**config.mk**
```make
export PLATFORM = sky130hd
export DESIGN_NAME = lm_damping_convergence_detector
export DESIGN_NICKNAME = d
export VERILOG_FILES = /design/src/rtl/lmdc_pkg.sv /design/src/rtl/lm_damping_convergence_detector.sv
export SDC_FILE = /design/constraint.sdc
export NUM_CORES = 1
export LEC_CHECK = 0
export BUFFER_PORTS_ARGS = -buffer_cell sky130_fd_sc_hd__buf_2
export CAP_MARGIN = 20
export CORE_MARGIN = 3
export CORE_UTILIZATION = 55
export CTS_BUF_LIST = sky130_fd_sc_hd__clkbuf_2 sky130_fd_sc_hd__clkbuf_4 sky130_fd_sc_hd__clkbuf_8
export CTS_CLUSTER_SIZE = 10
export DETAILED_ROUTE_END_ITERATION = 10
export PLACE_DENSITY_LB_ADDON = 0.3
export SLEW_MARGIN = 20
export SYNTH_ARGS = -nofsm -noshare
export SYNTH_HDL_FRONTEND = slang
export SYNTH_SLANG_ARGS = --single-unit
export TNS_END_PERCENT = 10
```
**constraint.sdc**
```tcl
create_clock -name clk -period 16 [get_ports clk]
set_input_delay 3.2 -clock clk [delete_from_list [all_inputs] [get_ports clk]]
set_output_delay 3.2 -clock clk [all_outputs]
set_load 0.02 [all_outputs]
```
**src/rtl/lmdc_pkg.sv**
```systemverilog
`timescale 1ns / 1ps

package lmdc_pkg;

  localparam int ENERGY_BITS = 48;
  localparam int COUNT_BITS  = 16;
  localparam int MAXIT_BITS  = 16;
  localparam int TOL_BITS    = 47;
  localparam int CFG_BITS    = 47;
  localparam int DAMP_BITS   = 4;
  localparam int ITER_BITS   = 16;
  localparam int IN_DATA_BITS  = ((ENERGY_BITS + 7) / 8) * 8;
  localparam int OUT_DATA_BITS = 32;

  // absolute difference of two signed energies needs one extra bit
  localparam int DIFF_BITS = ENERGY_BITS + 1;

  // iteration count and limit are compared at the wider of the two widths
  localparam int CMP_BITS = (COUNT_BITS > MAXIT_BITS) ? COUNT_BITS : MAXIT_BITS;

  localparam logic [DAMP_BITS-1:0] DAMP_NONE  = 4'd0;
  localparam logic [DAMP_BITS-1:0] DAMP_START = 4'd1;
  localparam logic [DAMP_BITS-1:0] DAMP_MAX   = 4'd13;

  localparam logic [MAXIT_BITS-1:0] MAXIT_RESET = 16'd10;
  localparam logic [TOL_BITS-1:0]   TOL_RESET   = 47'd655;

  typedef enum logic {
    REQ_RESTART = 1'b0,
    REQ_TEST    = 1'b1
  } req_type_t;

  typedef enum logic {
    CFG_ITER_LIMIT = 1'b0,
    CFG_TOLERANCE  = 1'b1
  } cfg_index_t;

  typedef enum logic [1:0] {
    REASON_NONE      = 2'd0,
    REASON_CONVERGED = 2'd1,
    REASON_ITER_MAX  = 2'd2,
    REASON_DAMP_MAX  = 2'd3
  } stop_reason_t;

  typedef struct packed {
    logic                  stop;
    logic                  revert;
    logic                  lm_active;
    logic [DAMP_BITS-1:0]  damping_code;
    logic [ITER_BITS-1:0]  iteration;
    stop_reason_t          stop_reason;
  } result_t;

endpackage

```
**src/rtl/lm_damping_convergence_detector.sv**
```systemverilog
`timescale 1ns / 1ps

// channel  | dir | handshake          | payload
// s        | in  | s_tvalid/s_tready  | s_tuser: req_type; s_tdata: energy (signed Q31.16)
// m        | out | m_tvalid/m_tready  | m_tdata: stop, revert, lm_active, damping_code,
//          |     |                    |          iteration, stop_reason
// cfg      | in  | cfg_we             | cfg_index, cfg_data (iteration limit, tolerance)
//
// one word per clock while m_tready stays high; each word passes the input register
// and then the result register; the compare, subtract and state update sit between
// the two registers, with the state fed back to the next word
// rst is synchronous: state and valid flags clear, config registers load their defaults
// a stalled m side holds the result register; s_tready drops only when both
// the input register and the result register are full

module lm_damping_convergence_detector
  import lmdc_pkg::*;
(
  input  logic                     clk,
  input  logic                     rst,
  input  logic                     s_tvalid,
  output logic                     s_tready,
  input  logic [IN_DATA_BITS-1:0]  s_tdata,   // [47:0] energy
  input  logic                     s_tuser,   // [0] req_type
  output logic                     m_tvalid,
  input  logic                     m_tready,
  output logic [OUT_DATA_BITS-1:0] m_tdata,   // [0] stop, [1] revert, [2] lm_active,
                                              // [6:3] damping_code, [22:7] iteration,
                                              // [24:23] stop_reason, [31:25] zero
  input  logic                     cfg_we,
  input  logic                     cfg_index,
  input  logic [CFG_BITS-1:0]      cfg_data
);

  logic [MAXIT_BITS-1:0] iter_limit;
  logic [TOL_BITS-1:0]   tolerance;

  // input register
  logic                          in_valid;
  req_type_t                     in_req;
  logic signed [ENERGY_BITS-1:0] in_energy;

  // solver state
  logic signed [ENERGY_BITS-1:0] prev_energy, prev_energy_next;
  logic [COUNT_BITS-1:0]         iter_count, iter_count_next;
  logic                          lm_mode, lm_mode_next;
  logic [DAMP_BITS-1:0]          damping, damping_next;
  logic                          revert_flag, revert_flag_next;

  // result register
  logic    out_valid;
  result_t out_res;
  result_t res_next;

  logic                 advance;
  logic                 dropped, rose, at_limit;
  logic [DIFF_BITS-1:0] absdiff;
  logic                 stop_next;
  stop_reason_t         reason_next;

  assign advance  = in_valid && (!out_valid || m_tready);
  assign s_tready = !in_valid || advance;
  assign m_tvalid = out_valid;
  assign m_tdata  = {{(OUT_DATA_BITS - $bits(result_t)){1'b0}},
                     out_res.stop_reason, out_res.iteration, out_res.damping_code,
                     out_res.lm_active, out_res.revert, out_res.stop};

  always_comb begin
    dropped  = in_energy < prev_energy;
    rose     = in_energy > prev_energy;
    absdiff  = dropped ? DIFF_BITS'({prev_energy[ENERGY_BITS-1], prev_energy}
                                    - {in_energy[ENERGY_BITS-1], in_energy})
                       : DIFF_BITS'({in_energy[ENERGY_BITS-1], in_energy}
                                    - {prev_energy[ENERGY_BITS-1], prev_energy});
    at_limit = CMP_BITS'(iter_count) >= CMP_BITS'(iter_limit);

    prev_energy_next = prev_energy;
    iter_count_next  = iter_count;
    lm_mode_next     = lm_mode;
    damping_next     = damping;
    revert_flag_next = revert_flag;
    stop_next        = 1'b0;
    reason_next      = REASON_NONE;

    unique case (in_req)
      REQ_RESTART: begin
        prev_energy_next = in_energy;
        iter_count_next  = '0;
        lm_mode_next     = 1'b0;
        damping_next     = DAMP_NONE;
        revert_flag_next = 1'b0;
      end
      REQ_TEST: begin
        if (!lm_mode) begin
          priority if (dropped) begin
            lm_mode_next     = 1'b1;
            revert_flag_next = 1'b1;
            damping_next     = DAMP_START;
          end else if (absdiff < DIFF_BITS'(tolerance)) begin
            stop_next        = 1'b1;
            reason_next      = REASON_CONVERGED;
            revert_flag_next = 1'b0;
          end else if (at_limit) begin
            stop_next        = 1'b1;
            reason_next      = REASON_ITER_MAX;
            revert_flag_next = 1'b0;
          end else begin
            prev_energy_next = in_energy;
            if (iter_count != '1) iter_count_next = iter_count + 1'b1;
          end
        end else begin
          priority if (rose) begin
            if (damping <= DAMP_START) lm_mode_next = 1'b0;
            else damping_next = damping - 1'b1;
            revert_flag_next = 1'b0;
            prev_energy_next = in_energy;
            if (iter_count != '1) iter_count_next = iter_count + 1'b1;
          end else if (damping >= DAMP_MAX) begin
            stop_next        = 1'b1;
            reason_next      = REASON_DAMP_MAX;
            revert_flag_next = 1'b1;
          end else if (at_limit) begin
            stop_next        = 1'b1;
            reason_next      = REASON_ITER_MAX;
            revert_flag_next = 1'b0;
          end else begin
            damping_next     = damping + 1'b1;
            revert_flag_next = 1'b1;
          end
        end
      end
      default: ;
    endcase

    res_next.stop         = stop_next;
    res_next.revert       = revert_flag_next;
    res_next.lm_active    = lm_mode_next;
    res_next.damping_code = damping_next;
    res_next.iteration    = ITER_BITS'(iter_count_next);
    res_next.stop_reason  = reason_next;
  end

  always_ff @(posedge clk) begin
    if (rst) begin
      iter_limit <= MAXIT_RESET;
      tolerance  <= TOL_RESET;
    end else if (cfg_we) begin
      unique case (cfg_index_t'(cfg_index))
        CFG_ITER_LIMIT: iter_limit <= cfg_data[MAXIT_BITS-1:0];
        CFG_TOLERANCE:  tolerance  <= cfg_data[TOL_BITS-1:0];
        default: ;
      endcase
    end
  end

  always_ff @(posedge clk) begin
    if (rst) begin
      in_valid    <= 1'b0;
      out_valid   <= 1'b0;
      prev_energy <= '0;
      iter_count  <= '0;
      lm_mode     <= 1'b0;
      damping     <= DAMP_NONE;
      revert_flag <= 1'b0;
    end else begin
      if (s_tvalid && s_tready) begin
        in_valid <= 1'b1;
      end else if (advance) begin
        in_valid <= 1'b0;
      end
      if (advance) begin
        out_valid   <= 1'b1;
        prev_energy <= prev_energy_next;
        iter_count  <= iter_count_next;
        lm_mode     <= lm_mode_next;
        damping     <= damping_next;
        revert_flag <= revert_flag_next;
      end else if (m_tready) begin
        out_valid <= 1'b0;
      end
    end
  end

  // payload registers
  always_ff @(posedge clk) begin
    if (s_tvalid && s_tready) begin
      in_req    <= req_type_t'(s_tuser);
      in_energy <= s_tdata[ENERGY_BITS-1:0];
    end
    if (advance) begin
      out_res <= res_next;
    end
  end

`ifndef ASSERT_OFF
  a_reason_matches_stop: assert property (@(posedge clk) disable iff (rst)
    out_valid |-> (out_res.stop == (out_res.stop_reason != REASON_NONE)))
    else $error("stop_reason disagrees with stop");

  a_lm_has_damping: assert property (@(posedge clk) disable iff (rst)
    lm_mode |-> (damping != DAMP_NONE))
    else $error("lm mode with no damping");

  a_damping_bounded: assert property (@(posedge clk) disable iff (rst)
    damping <= DAMP_MAX)
    else $error("damping code above maximum");

  a_count_step: assert property (@(posedge clk) disable iff (rst)
    1'b1 |=> (iter_count == $past(iter_count) || iter_count == '0
              || iter_count == $past(iter_count) + 1'b1))
    else $error("iteration count jumped");

  a_state_only_on_advance: assert property (@(posedge clk) disable iff (rst)
    !advance |=> ($stable(lm_mode) && $stable(damping) && $stable(iter_count)))
    else $error("state changed without a word moving");
`endif

endmodule

```
==> summary.md, run 1 <==
| Metric | Value |
|---|---|
| Worst Setup Path Type | `flop to flop` |
| Setup skew after layout | `38.16 ps` |
| Die H | `175.3 um` |
| Final WS setup | `6909 ps` |
| Leakage power summed over all cells | `7.059 nW` |
| Synth Area per Inst | `7.901 um^2` |
| Cell area after synthesis | `15760 um^2` |
| Period utilization | `56.82%` |
| Root buffer cell | `clkbuf_8` |
| Sequential cell fraction of total power | `36.5%` |
| Post-CTS resize count | `0` |
| Top achievable clock speed | `0.1100 GHz` |
| Detailed Route Iter0 Violations | `1662` |
| Final HPWL from detailed placement | `38.05 mm` |
| Share of flip-flops with an asynchronous set or reset | `0%` |
| Hold violation total from the final report | `0` |
| H-Tree Depth | `2` |
| DP Worst Slack | `7178 ps` |
| Detail-routed net length per standard cell | `19.70 um` |
| Main combinational cell family by area after synthesis | `compound AO/OA/AOI/OAI gates` |
| Slew at the pin closest to its max-slew limit | `1127 ps` |
| Later-pin clock latency in the skew report | `560 ps` |
| Antenna violation net count after detailed routing | `0` |
| Compound-gate portion of the synthesized area | `23.50%` |
| Width of the die | `175.3 um` |
| Clock buffer count from CTS | `36` |
| Number of enable-type register cells in the synthesized netlist | `74` |
| Cell row count | `61` |
| Number of distinct library cell variants in the gate-level netlist after synthesis | `79` |
| Clock slew at the register clock pins of the worst setup and hold paths | `60 ps` |
| Setup Viol. Count Final | `0` |
| Number of input and output port buffers inserted | `128` |
| CP Max Fanout | `31` |
| Crit path launch type | `flop` |
| Count of buffers added by post-CTS timing repair for setup | `0` |
| Worst Hold Margin | `454.9 ps` |
| Initial DRT Pass Iterations | `6` |
| Total clock sinks | `209` |
| Via count of the first global-routing pass | `13630` |
| Worst path max stage delay | `920 ps` |
| Total negative slack for setup checks | `0 ps` |
| Total Routing Usage GR | `30.66%` |
| Via/cell ratio | `6.006` |
| Number of max-capacitance violations reported | `0` |
| Wirelength, routed | `48.67 mm` |
| Switching component of the power | `0.5785 mW` |
| Internal power | `1.053 mW` |
| Category of the worst setup path capture point | `flop` |
| Number of warnings reported in the yosys synthesis log | `0` |
| Total power consumption of the routed design | `1.632 mW` |
| Sequential element share of the synthesized area | `31.24%` |
| Post-CTS Hold Buffers | `0` |
| Final weighted congestion in routability-driven placement | `1.013` |
| Clock tree from TritonCTS | `done` |
| Unrepaired setup endpoints after global routing | `no` |
| Worst slew margin relative to its limit | `24.67%` |
| Area of the core | `28010 um^2` |
| Area of the die | `30730 um^2` |
| Overall via count from detail_route | `14840` |
| Worst voltage drop across the vdd grid | `0.07080 mV` |
| Share of total power consumed by net switching | `35.45%` |
| Adder-cell share of the synthesized area | `13.19%` |
| Initial cell density of the core | `56.27%` |
| CP dominant cell by count | `nand4_1` |
| Area share of xor/xnor cells in the synthesized design | `2.612%` |
| Overflow after GRT | `0` |
| Number of fillers in the final layout | `2552` |
| Arrival time at the worst endpoint | `9500 ps` |
| Ratio of cells with drive above 1 in the final layout | `10.80%` |
| Number of remaining DRC errors | `0` |
| Number of synthesized register bits | `209` |
| Cell count after synthesis | `1995` |
| Slowest cell on the critical path | `nor2_4` |
| Fraction of power consumed by the clock network | `32.0%` |
| Initial antenna violation count | `0` |
| Total power per unit cell area | `94.93 nW/um^2` |
| Clock buffer depth | `3` |
| Required time reported for the critical path endpoint | `16410 ps` |
| HP Class | `flop to flop` |
| Count of antenna diodes in the layout | `0` |
| I/O pin cnt | `136` |
| Layout Nets | `2334` |
| Primary flip-flop cell chosen by synthesis mapping | `dfxtp_1` |
| Global-route wire length before repair | `75.59 mm` |
| Count of final max-slew check failures | `0` |
| Area growth from synthesis to final layout | `9.057%` |
| Clock period minus final worst setup slack | `9091 ps` |
| Largest net degree at the start of global routing | `74` |
| Run status | `finished, final reports clean` |
| Proportion of power drawn by combinational gates | `31.4%` |
| Share of synthesized cell area in and, or, nand and nor gates | `17.35%` |
| Portion of netlist area occupied by mux cells | `3.683%` |
-- worst max-delay path, delay by kind of cell, from the launching register on --
| kind | cells | cell delay [ps] |
|---|---|---|
| buf+inv | 3 | 1150 |
| xor+xnor | 1 | 140 |
| fa+ha+maj | 2 | 850 |
| mux | 1 | 320 |
| simple gates | 13 | 3750 |
| flops | 1 | 370 |
| compound gates | 9 | 2300 |
-- cell usage in the layout (no fill, tap or decap), types with 5 or more instances in the layout --
cell	Yosys	final
a21oi_1	260	260
nand2_1	243	243
inv_1	199	199
ha_1	163	163
nor2_1	153	152
o21ai_0	141	141
dfxtp_1	135	135
buf_2	42	127
edfxtp_1	74	74
mux2i_1	58	58
clkbuf_8	0	46
nand4_1	45	45
a21o_1	37	37
nand3_1	33	33
o21bai_1	31	31
xnor2_1	30	30
nor3_1	24	24
a31oi_1	19	19
nor2b_1	18	18
xor2_1	17	17
and4_1	15	15
o211ai_1	14	14
and3_1	13	13
and2_1	13	12
o21ai_1	12	12
nand2b_1	11	11
a211oi_1	11	11
buf_4	13	10
o21a_1	9	9
clkbuf_4	0	9
a221oi_1	8	8
a211o_1	7	7
nand3b_1	7	7
conb_1	1	7
a21boi_0	5	5
-- per-stage QoR --
step / util, % / instances / area [um^2]
finish: 61.37 / 2470 / 17190
global route: 61.37 / 2470 / 17190
CTS: 61.37 / 2470 / 17190
detailed placement: 58.60 / 2407 / 16410
global placement: 58.60 / 2407 / 16410
floorplan: - / 2001 / 15790
-- power groups by stage --
stage	logic (mW)	registers (mW)	clock network, mW
after global routing	0.560	0.599	0.558
after CTS	0.502	0.596	0.535
after floorplan	0.350	0.606	0
after global placement	0.493	0.605	0
final	0.513	0.596	0.523
after detailed placement	0.499	0.607	0
-- registers in the layout (all words and copies together) (netlist names) --
name,cells
damping,4
in_energy,48
in_req,1
in_valid,1
iter_count,16
iter_limit,16
lm_mode,1
m_tdata,25
m_tvalid,1
prev_energy,48
revert_flag,1
tolerance,47
-- Yosys cell counts (30+ instances only) --
master | n | area (um^2)
inv_1 | 199 | 747.0
mux2i_1 | 58 | 580.6
buf_2 | 42 | 210.2
nand2_1 | 243 | 912.1
dfxtp_1 | 135 | 2703
a21o_1 | 37 | 277.8
nor2_1 | 153 | 574.3
o21bai_1 | 31 | 232.7
nand3_1 | 33 | 165.2
edfxtp_1 | 74 | 2222
a21oi_1 | 260 | 1301
xnor2_1 | 30 | 262.8
o21ai_0 | 141 | 705.7
ha_1 | 163 | 2039
nand4_1 | 45 | 281.5
clkbuf_1 | 44 | 165.2
-- cells by family after synthesis --
group,after synthesis
xor+xnor,47
mux,58
simple gates,593
compound gates,613
other cells,1
flops,209
fa+ha+maj,165
buf+inv,309
-- path summary, 6_finish.rpt --
check | slack [ps] | start | cells after the start | endpoint
worst min-delay path | 450 | iter_limit[9] | 2 | iter_limit[9]
worst min register to register | 450 | iter_limit[9] | 2 | iter_limit[9]
worst max-delay path | 6910 | in_energy[29] | 29 | iter_count[13]
worst max register to register | 6910 | in_energy[29] | 29 | iter_count[13]
-- per-layer routing --
metal / vias to the layer above / track usage, % / routed length [um]
li1: 7123 / - / -
met1: 7013 / 44.78 / 22310
met2: 614 / 48.34 / 21480
met3: 86 / 4.107 / 3687
met4: 0 / 7.247 / 1190
met5: - / 0 / 0
-- layout make-up --
type | instances | area [um^2] | share of cell area (%)
clock inverter | 8 | 76.32 | 0.4440
tap | 378 | 473.0 | 2.751
multi-input combinational | 1483 | 9554 | 55.58
clock buffer | 55 | 700.7 | 4.076
timing repair buffer | 137 | 710.7 | 4.134
inverter | 200 | 750.7 | 4.367
sequential | 209 | 4925 | 28.65
Power figures use the tool's default switching activity.
==> inputs of run 2 (changes only) <==
ABC_AREA = 1   (was not set)
clock period = 8.2 ns   (was 16 ns; I/O delays follow)
==> run 2 against run 1 <==
  * Final area up 7.9%
  * Clock skew down 3.3 ps
  * Register-to-register slack worse by 5800 ps
  * Routed wire length up 13%
  * Synthesized cell count up 26%
  * Critical path depth up 7
  * Synthesized area up 7.1%
  * Critical path type unchanged
==> summary.md, run 2 <==
| Metric | Value |
|---|---|
| Launching point of the worst reg2reg path | `in_energy[47]` |
| Clock buffer count from CTS | `38` |
| Via/cell ratio | `5.484` |
| Clock slew at the register clock pins of the worst setup and hold paths | `60 ps` |
| Overflow after GRT | `0` |
| Final weighted congestion in routability-driven placement | `1.014` |
| Worst path max stage delay | `660 ps` |
| Most common cell in the netlist | `nand2_1` |
| Setup Viol. Count Final | `0` |
| Clock period minus final worst setup slack | `7062 ps` |
| Global-route wire length before repair | `85.10 mm` |
| Later-pin clock latency in the skew report | `590 ps` |
| Most frequent cells after synthesis | `nand2_1 (563), inv_1 (427), nor2_1 (284)` |
| Period utilization | `86.12%` |
| Total clock sinks | `209` |
| Count of final max-slew check failures | `0` |
| Antenna violation net count after detailed routing | `0` |
| HP Class | `flop to flop` |
| Worst slew margin relative to its limit | `35.38%` |
| Number of distinct library cell variants in the gate-level netlist after synthesis | `53` |
| Number of warnings reported in the yosys synthesis log | `0` |
| Unrepaired setup endpoints after global routing | `no` |
| Initial DRT Pass Iterations | `5` |
| Post-CTS resize count | `0` |
| Root buffer cell | `clkbuf_8` |
| Required time reported for the critical path endpoint | `8700 ps` |
| Sequential element share of the synthesized area | `29.16%` |
| Total negative slack for setup checks | `0 ps` |
| Detailed Route Iter0 Violations | `1322` |
| Count of non-filler cells in the finished layout | `3045` |
| Cell area after synthesis | `16890 um^2` |
| Number of fillers in the final layout | `2837` |
| Cell row count | `63` |
| Commonest non-fill, non-tap cell in the layout | `nand2_1` |
| Detail-routed net length per standard cell | `17.99 um` |
| Share of flip-flops with an asynchronous set or reset | `0%` |
| Number of cells traversed by the worst register-to-register path | `36` |
| Arrival time at the worst endpoint | `7560 ps` |
| CP Max Fanout | `61` |
| Setup skew after layout | `34.87 ps` |
| Clock tree from TritonCTS | `done` |
| Primary flip-flop cell chosen by synthesis mapping | `dfxtp_1` |
| Die H | `181.2 um` |
| Area of the die | `32850 um^2` |
| Number of input and output port buffers inserted | `128` |
| Count of antenna diodes in the layout | `0` |
| Area growth from synthesis to final layout | `9.794%` |
| Min-Delay Path Depth | `2` |
| Width of the die | `181.2 um` |
| Area of the core | `29950 um^2` |
| Registers with the most flip-flops | `in_energy x48, prev_energy x48, tolerance x47` |
| Overall via count from detail_route | `16700` |
| Area share of the largest cell type after synthesis | `16.00%` |
| I/O pin cnt | `136` |
| Cell accounting for the most synthesized area | `dfxtp_1` |
| Largest net degree at the start of global routing | `117` |
| Leakage power summed over all cells | `9.235 nW` |
| # placed instances | `2978` |
| Worst Setup Path Type | `flop to flop` |
| Number of remaining DRC errors | `0` |
| Run status | `finished, final reports clean` |
| Total Routing Usage GR | `32.36%` |
| Hold Startpoint | `iter_limit[10]` |
| Crit path launch type | `flop` |
| Final HPWL from detailed placement | `44.00 mm` |
| Clock buffer depth | `3` |
| Initial antenna violation count | `0` |
| Via count of the first global-routing pass | `16210` |
| Largest cells by area after synthesis | `dfxtp_1 (16%), edfxtp_1 (13%), nand2_1 (13%)` |
| Number of max-capacitance violations reported | `0` |
| Category of the worst setup path capture point | `flop` |
| Register-to-register setup slack | `1140 ps` |
| Wirelength, routed | `54.79 mm` |
| Initial cell density of the core | `56.38%` |
| Count of buffers added by post-CTS timing repair for setup | `0` |
| Cell count after synthesis | `2511` |
| CP dominant cell by count | `nand2_1` |
| Hold violation total from the final report | `0` |
| Top library cells by usage in the layout, fill and taps aside | `nand2_1 (562), inv_1 (426), nor2_1 (284)` |
| Ratio of cells with drive above 1 in the final layout | `11.07%` |
| H-Tree Depth | `2` |
| Slew at the pin closest to its max-slew limit | `969.3 ps` |
| Total power per unit cell area | `229.4 nW/um^2` |
| Post-CTS Hold Buffers | `0` |
| Number of enable-type register cells in the synthesized netlist | `74` |
| Synth Area per Inst | `6.726 um^2` |
| End point of the most critical hold path | `iter_limit[10]` |
| Layout Nets | `2895` |
| Worst voltage drop across the vdd grid | `0.1538 mV` |
| Slowest cell on the critical path | `xor2_4` |
| R2R Path End | `prev_energy[25]` |
| Number of synthesized register bits | `209` |
| Top achievable clock speed | `0.1416 GHz` |
[run 2: changes by cell type after synthesis, moves of 28 or more]
| cell | before | now |
|---|---|---|
| nand2_1 | 243 | 563 |
| inv_1 | 199 | 427 |
| nand4_1 | 45 | 16 |
| a21oi_1 | 260 | 222 |
| nand3_1 | 33 | 95 |
| o21ai_0 | 141 | 169 |
| nor2_1 | 153 | 284 |
| a21o_1 | 37 | 9 |
| xor2_1 | 17 | 46 |
| nand2_2 | 0 | 31 |
| buf_2 | 42 | 13 |
| mux2i_1 | 58 | 4 |
[run 2: per-layer routing]
metal  share of wire, %  vias to the layer above  routed length, um  track usage (%)
met3                6.8                       83               3742            4.711
met4                3.1                        0               1699            9.994
met5                  0                        -                  0                0
li1                   -                     8267                  -                -
met1                 44                     7746              24230            43.11
met2                 46                      604              25120            54.41
[run 2: worst max path at each step]
stage	cells after the start	endpoint	from
after floorplan	34	m_tdata[16]	in_energy[40]
after global placement	36	prev_energy[18]	in_energy[47]
after detailed placement	36	prev_energy[25]	in_energy[47]
after CTS	36	prev_energy[25]	in_energy[47]
after global routing	36	prev_energy[19]	in_energy[47]
final	36	prev_energy[25]	in_energy[47]
[run 2: cell type report]
cell class	instances	area [um^2]	area share [%]
clock buffers	57	690.7	3.725
clock inverters	10	55.05	0.2969
inverters	441	1657	8.934
multi-input cells	1798	9981	53.83
flip-flops and latches	209	4925	26.56
well taps	390	488.0	2.632
repair buffers	140	747.0	4.028
[run 2: power by group]
| part | leakage [nW] | internal, mW | total (mW) | switching [mW] |
|---|---|---|---|---|
| registers | 1.83 | 1.17 | 1.23 | 0.0558 |
| logic | 7.00 | 0.654 | 2.03 | 1.38 |
| clock network | 0.401 | 0.539 | 0.997 | 0.457 |
[run 2: kinds of logic (layout without fill, tap and decap cells)]
group / after synthesis / after routing / synth area share [%]
AND/OR/NAND/NOR: 1061 / 1061 / 26.54
buffers and inverters: 510 / 648 / 12.01
AO/OA/AOI/OAI: 498 / 498 / 16.29
flip-flops: 209 / 209 / 29.16
adder cells (fa/ha/maj): 165 / 165 / 12.31
XOR/XNOR: 63 / 63 / 3.423
multiplexers: 4 / 4 / 0.2371
other: 1 / 7 / 0.02220
[run 2: through the flow]
step	hold WS (ps)	instance area [um^2]	util, %	power (mW)	setup slack, ps
after global placement	447.7	17790	59.40	3.178	1470
final	460.0	18540	61.90	4.255	1138
after global routing	481.6	18540	61.90	4.553	555.1
after floorplan	435.3	16910	-	2.651	3705
after CTS	461.2	18540	61.89	4.239	1235
after detailed placement	454.0	17790	59.40	3.233	1322
[run 2: worst max-delay path: cells and delay by family, from the launching register on]
family | cells | cell delay, ps
fa+ha+maj | 2 | 910
compound gates | 1 | 230
flops | 1 | 410
simple gates | 24 | 3000
buf+inv | 7 | 1320
xor+xnor | 2 | 1030
==> inputs of run 3 (changes only) <==
ABC_AREA = not set   (was 1)
==> run 3 against run 2 <==
  * Count of clock-buffer cells in the layout is 4 lower
  * Critical path depth down 9
  * Clock skew rose by 2.4 ps
  * Worst setup slack worse by 600 ps
  * Non-clock buffer count is 6 higher
  * Maximum frequency down 7.8%
  * Die area fell by 6.5%
  * Combinational power fell by 51%
  * Final area fell by 7.0%
  * Register-to-register slack got worse by 600 ps
  * Critical path type unchanged
  * Largest cell class unchanged
  * Largest power group is now sequential cells
==> summary.md, run 3 (synthesis results as in run 1) <==
| Metric | Value |
|---|---|
| Run status | `finished, final reports clean` |
| Clock buffer count from CTS | `36` |
| Die H | `175.3 um` |
| Wirelength, routed | `48.45 mm` |
| Internal power | `2.023 mW` |
| Post-place instance area | `16490 um^2` |
| Largest net degree at the start of global routing | `74` |
| Clock tree from TritonCTS | `done` |
| Crit path launch type | `flop` |
| Switching component of the power | `1.129 mW` |
| Worst voltage drop across the vdd grid | `0.1703 mV` |
| Number of input and output port buffers inserted | `128` |
| Later-pin clock latency in the skew report | `570 ps` |
| Register-to-register setup slack | `540 ps` |
| Total clock sinks | `209` |
| Worst Hold Margin | `453.8 ps` |
| Antenna violation net count after detailed routing | `0` |
| Detail-routed net length per standard cell | `19.53 um` |
| Via count of the first global-routing pass | `13950` |
| Cell row count | `61` |
| Area of the core | `28010 um^2` |
| Top library cells by usage in the layout, fill and taps aside | `a21oi_1 (260), nand2_1 (243), inv_1 (199)` |
| Total power per unit cell area | `182.9 nW/um^2` |
| Area of all placed cells without fillers | `17240 um^2` |
| Worst slew margin relative to its limit | `35.34%` |
| Count of antenna diodes in the layout | `0` |
| Area of the die | `30730 um^2` |
| Period utilization | `93.43%` |
| Category of the worst setup path capture point | `flop` |
| Commonest non-fill, non-tap cell in the layout | `a21oi_1` |
| Layout Nets | `2343` |
| Setup Viol. Count Final | `0` |
| Number of max-capacitance violations reported | `0` |
| Arrival time at the worst endpoint | `8050 ps` |
| Initial cell density of the core | `56.27%` |
| Clock buffer depth | `3` |
| Count of final max-slew check failures | `0` |
| Sequential cell fraction of total power | `36.9%` |
| Ratio of cells with drive above 1 in the final layout | `11.36%` |
| Util after Layout | `61.54%` |
| I/O pin cnt | `136` |
| Overflow after GRT | `0` |
| Unrepaired setup endpoints after global routing | `no` |
| Global-route wire length before repair | `75.83 mm` |
| CP Max Fanout | `20` |
| Slew at the pin closest to its max-slew limit | `969.9 ps` |
| Root buffer cell | `clkbuf_8` |
| Initial antenna violation count | `0` |
| Area growth from synthesis to final layout | `9.359%` |
| Hold violation total from the final report | `0` |
| Registers with the most flip-flops | `in_energy x48, prev_energy x48, tolerance x47` |
| Fraction of power consumed by the clock network | `31.3%` |
| Required time reported for the critical path endpoint | `8590 ps` |
| Detailed Route Iter0 Violations | `1499` |
| Number of remaining DRC errors | `0` |
| HP Class | `flop to flop` |
| Share of total power consumed by net switching | `35.83%` |
| Total negative slack for setup checks | `0 ps` |
| Initial DRT Pass Iterations | `8` |
| Width of the die | `175.3 um` |
| Top achievable clock speed | `0.1305 GHz` |
| Total Routing Usage GR | `30.92%` |
| Final WS setup | `538.9 ps` |
| Final HPWL from detailed placement | `38.40 mm` |
| # placed instances | `2416` |
| Proportion of power drawn by combinational gates | `31.8%` |
| DP Worst Slack | `458.8 ps` |
| Clock slew at the register clock pins of the worst setup and hold paths | `60 ps` |
| H-Tree Depth | `2` |
| Overall via count from detail_route | `14850` |
| Setup skew after layout | `37.25 ps` |
| Total power consumption of the routed design | `3.153 mW` |
| Final weighted congestion in routability-driven placement | `0.9789` |
| Count of non-filler cells in the finished layout | `2481` |
| Via/cell ratio | `5.986` |
| Leakage power summed over all cells | `7.093 nW` |
| Clock period minus final worst setup slack | `7661 ps` |
| Worst Setup Path Type | `flop to flop` |
==> run 3: timing repair <==
| item | in CTS | in global routing |
|---|---|---|
| endpoints found under the setup margin | 0 | 30 |
| buffers inserted | 0 | 0 |
| resized for setup | 0 | 2 |
| hold buffers | 0 | 0 |
==> run 3: cell type report <==
type                            instances  area, um^2
Tap cell                              378       473.0
Sequential cell                       209        4925
Inverter                              200       750.7
Fill cell                            2540       10770
Clock buffer                           53       641.9
Timing Repair Buffer                  146       790.8
Clock inverter                         12       96.34
Multi-Input combinational cell       1483        9560
==> run 3: path summary, 6_finish.rpt <==
path / startpoint / end / depth (start not counted)
setup / recovery: in_energy[24] / prev_energy[31] / 27
hold / removal: iter_limit[5] / iter_limit[5] / 2
setup reg to reg: in_energy[24] / prev_energy[31] / 27
hold reg to reg: iter_limit[5] / iter_limit[5] / 2
==> run 3: critical path, cell delays in order, from the launching register on <==
cell      delay (ps)
edfxtp_1         370
inv_1             60
ha_1             460
a21oi_1          310
o21ai_0          250
a21oi_1          420
o31a_1           220
o211a_1          220
a21boi_1         120
nor2_2           550
nor3_1            90
a21oi_1          340
a22oi_1          270
o31ai_1          490
xnor2_1          290
ha_1             380
nand4_1          120
nor3_2           330
nand3_1          250
a211o_1          390
a31oi_1          210
a211oi_1         110
nand4_4          170
a31oi_2          150
nor2_4           190
buf_4            390
mux2i_1          250
nor2_1            60
==> run 3: power by group through the flow <==
stage	Clock (mW)	Sequential (mW)	Combinational [mW]
2_1_floorplan	0	1.18	0.683
3_3_place_gp	0	1.18	0.965
3_5_place_dp	0	1.19	0.982
4_1_cts	1.01	1.16	0.987
5_1_grt	1.06	1.17	1.11
6_report	0.985	1.16	1.00
==> run 3: per-layer routing <==
metal	vias to the layer above	track usage [%]	share of wire [%]
met5	-	0	0
met4	0	8.843	2.8
met3	90	3.913	7.1
met2	580	49.18	44
met1	7027	44.29	46
li1	7155	-	-
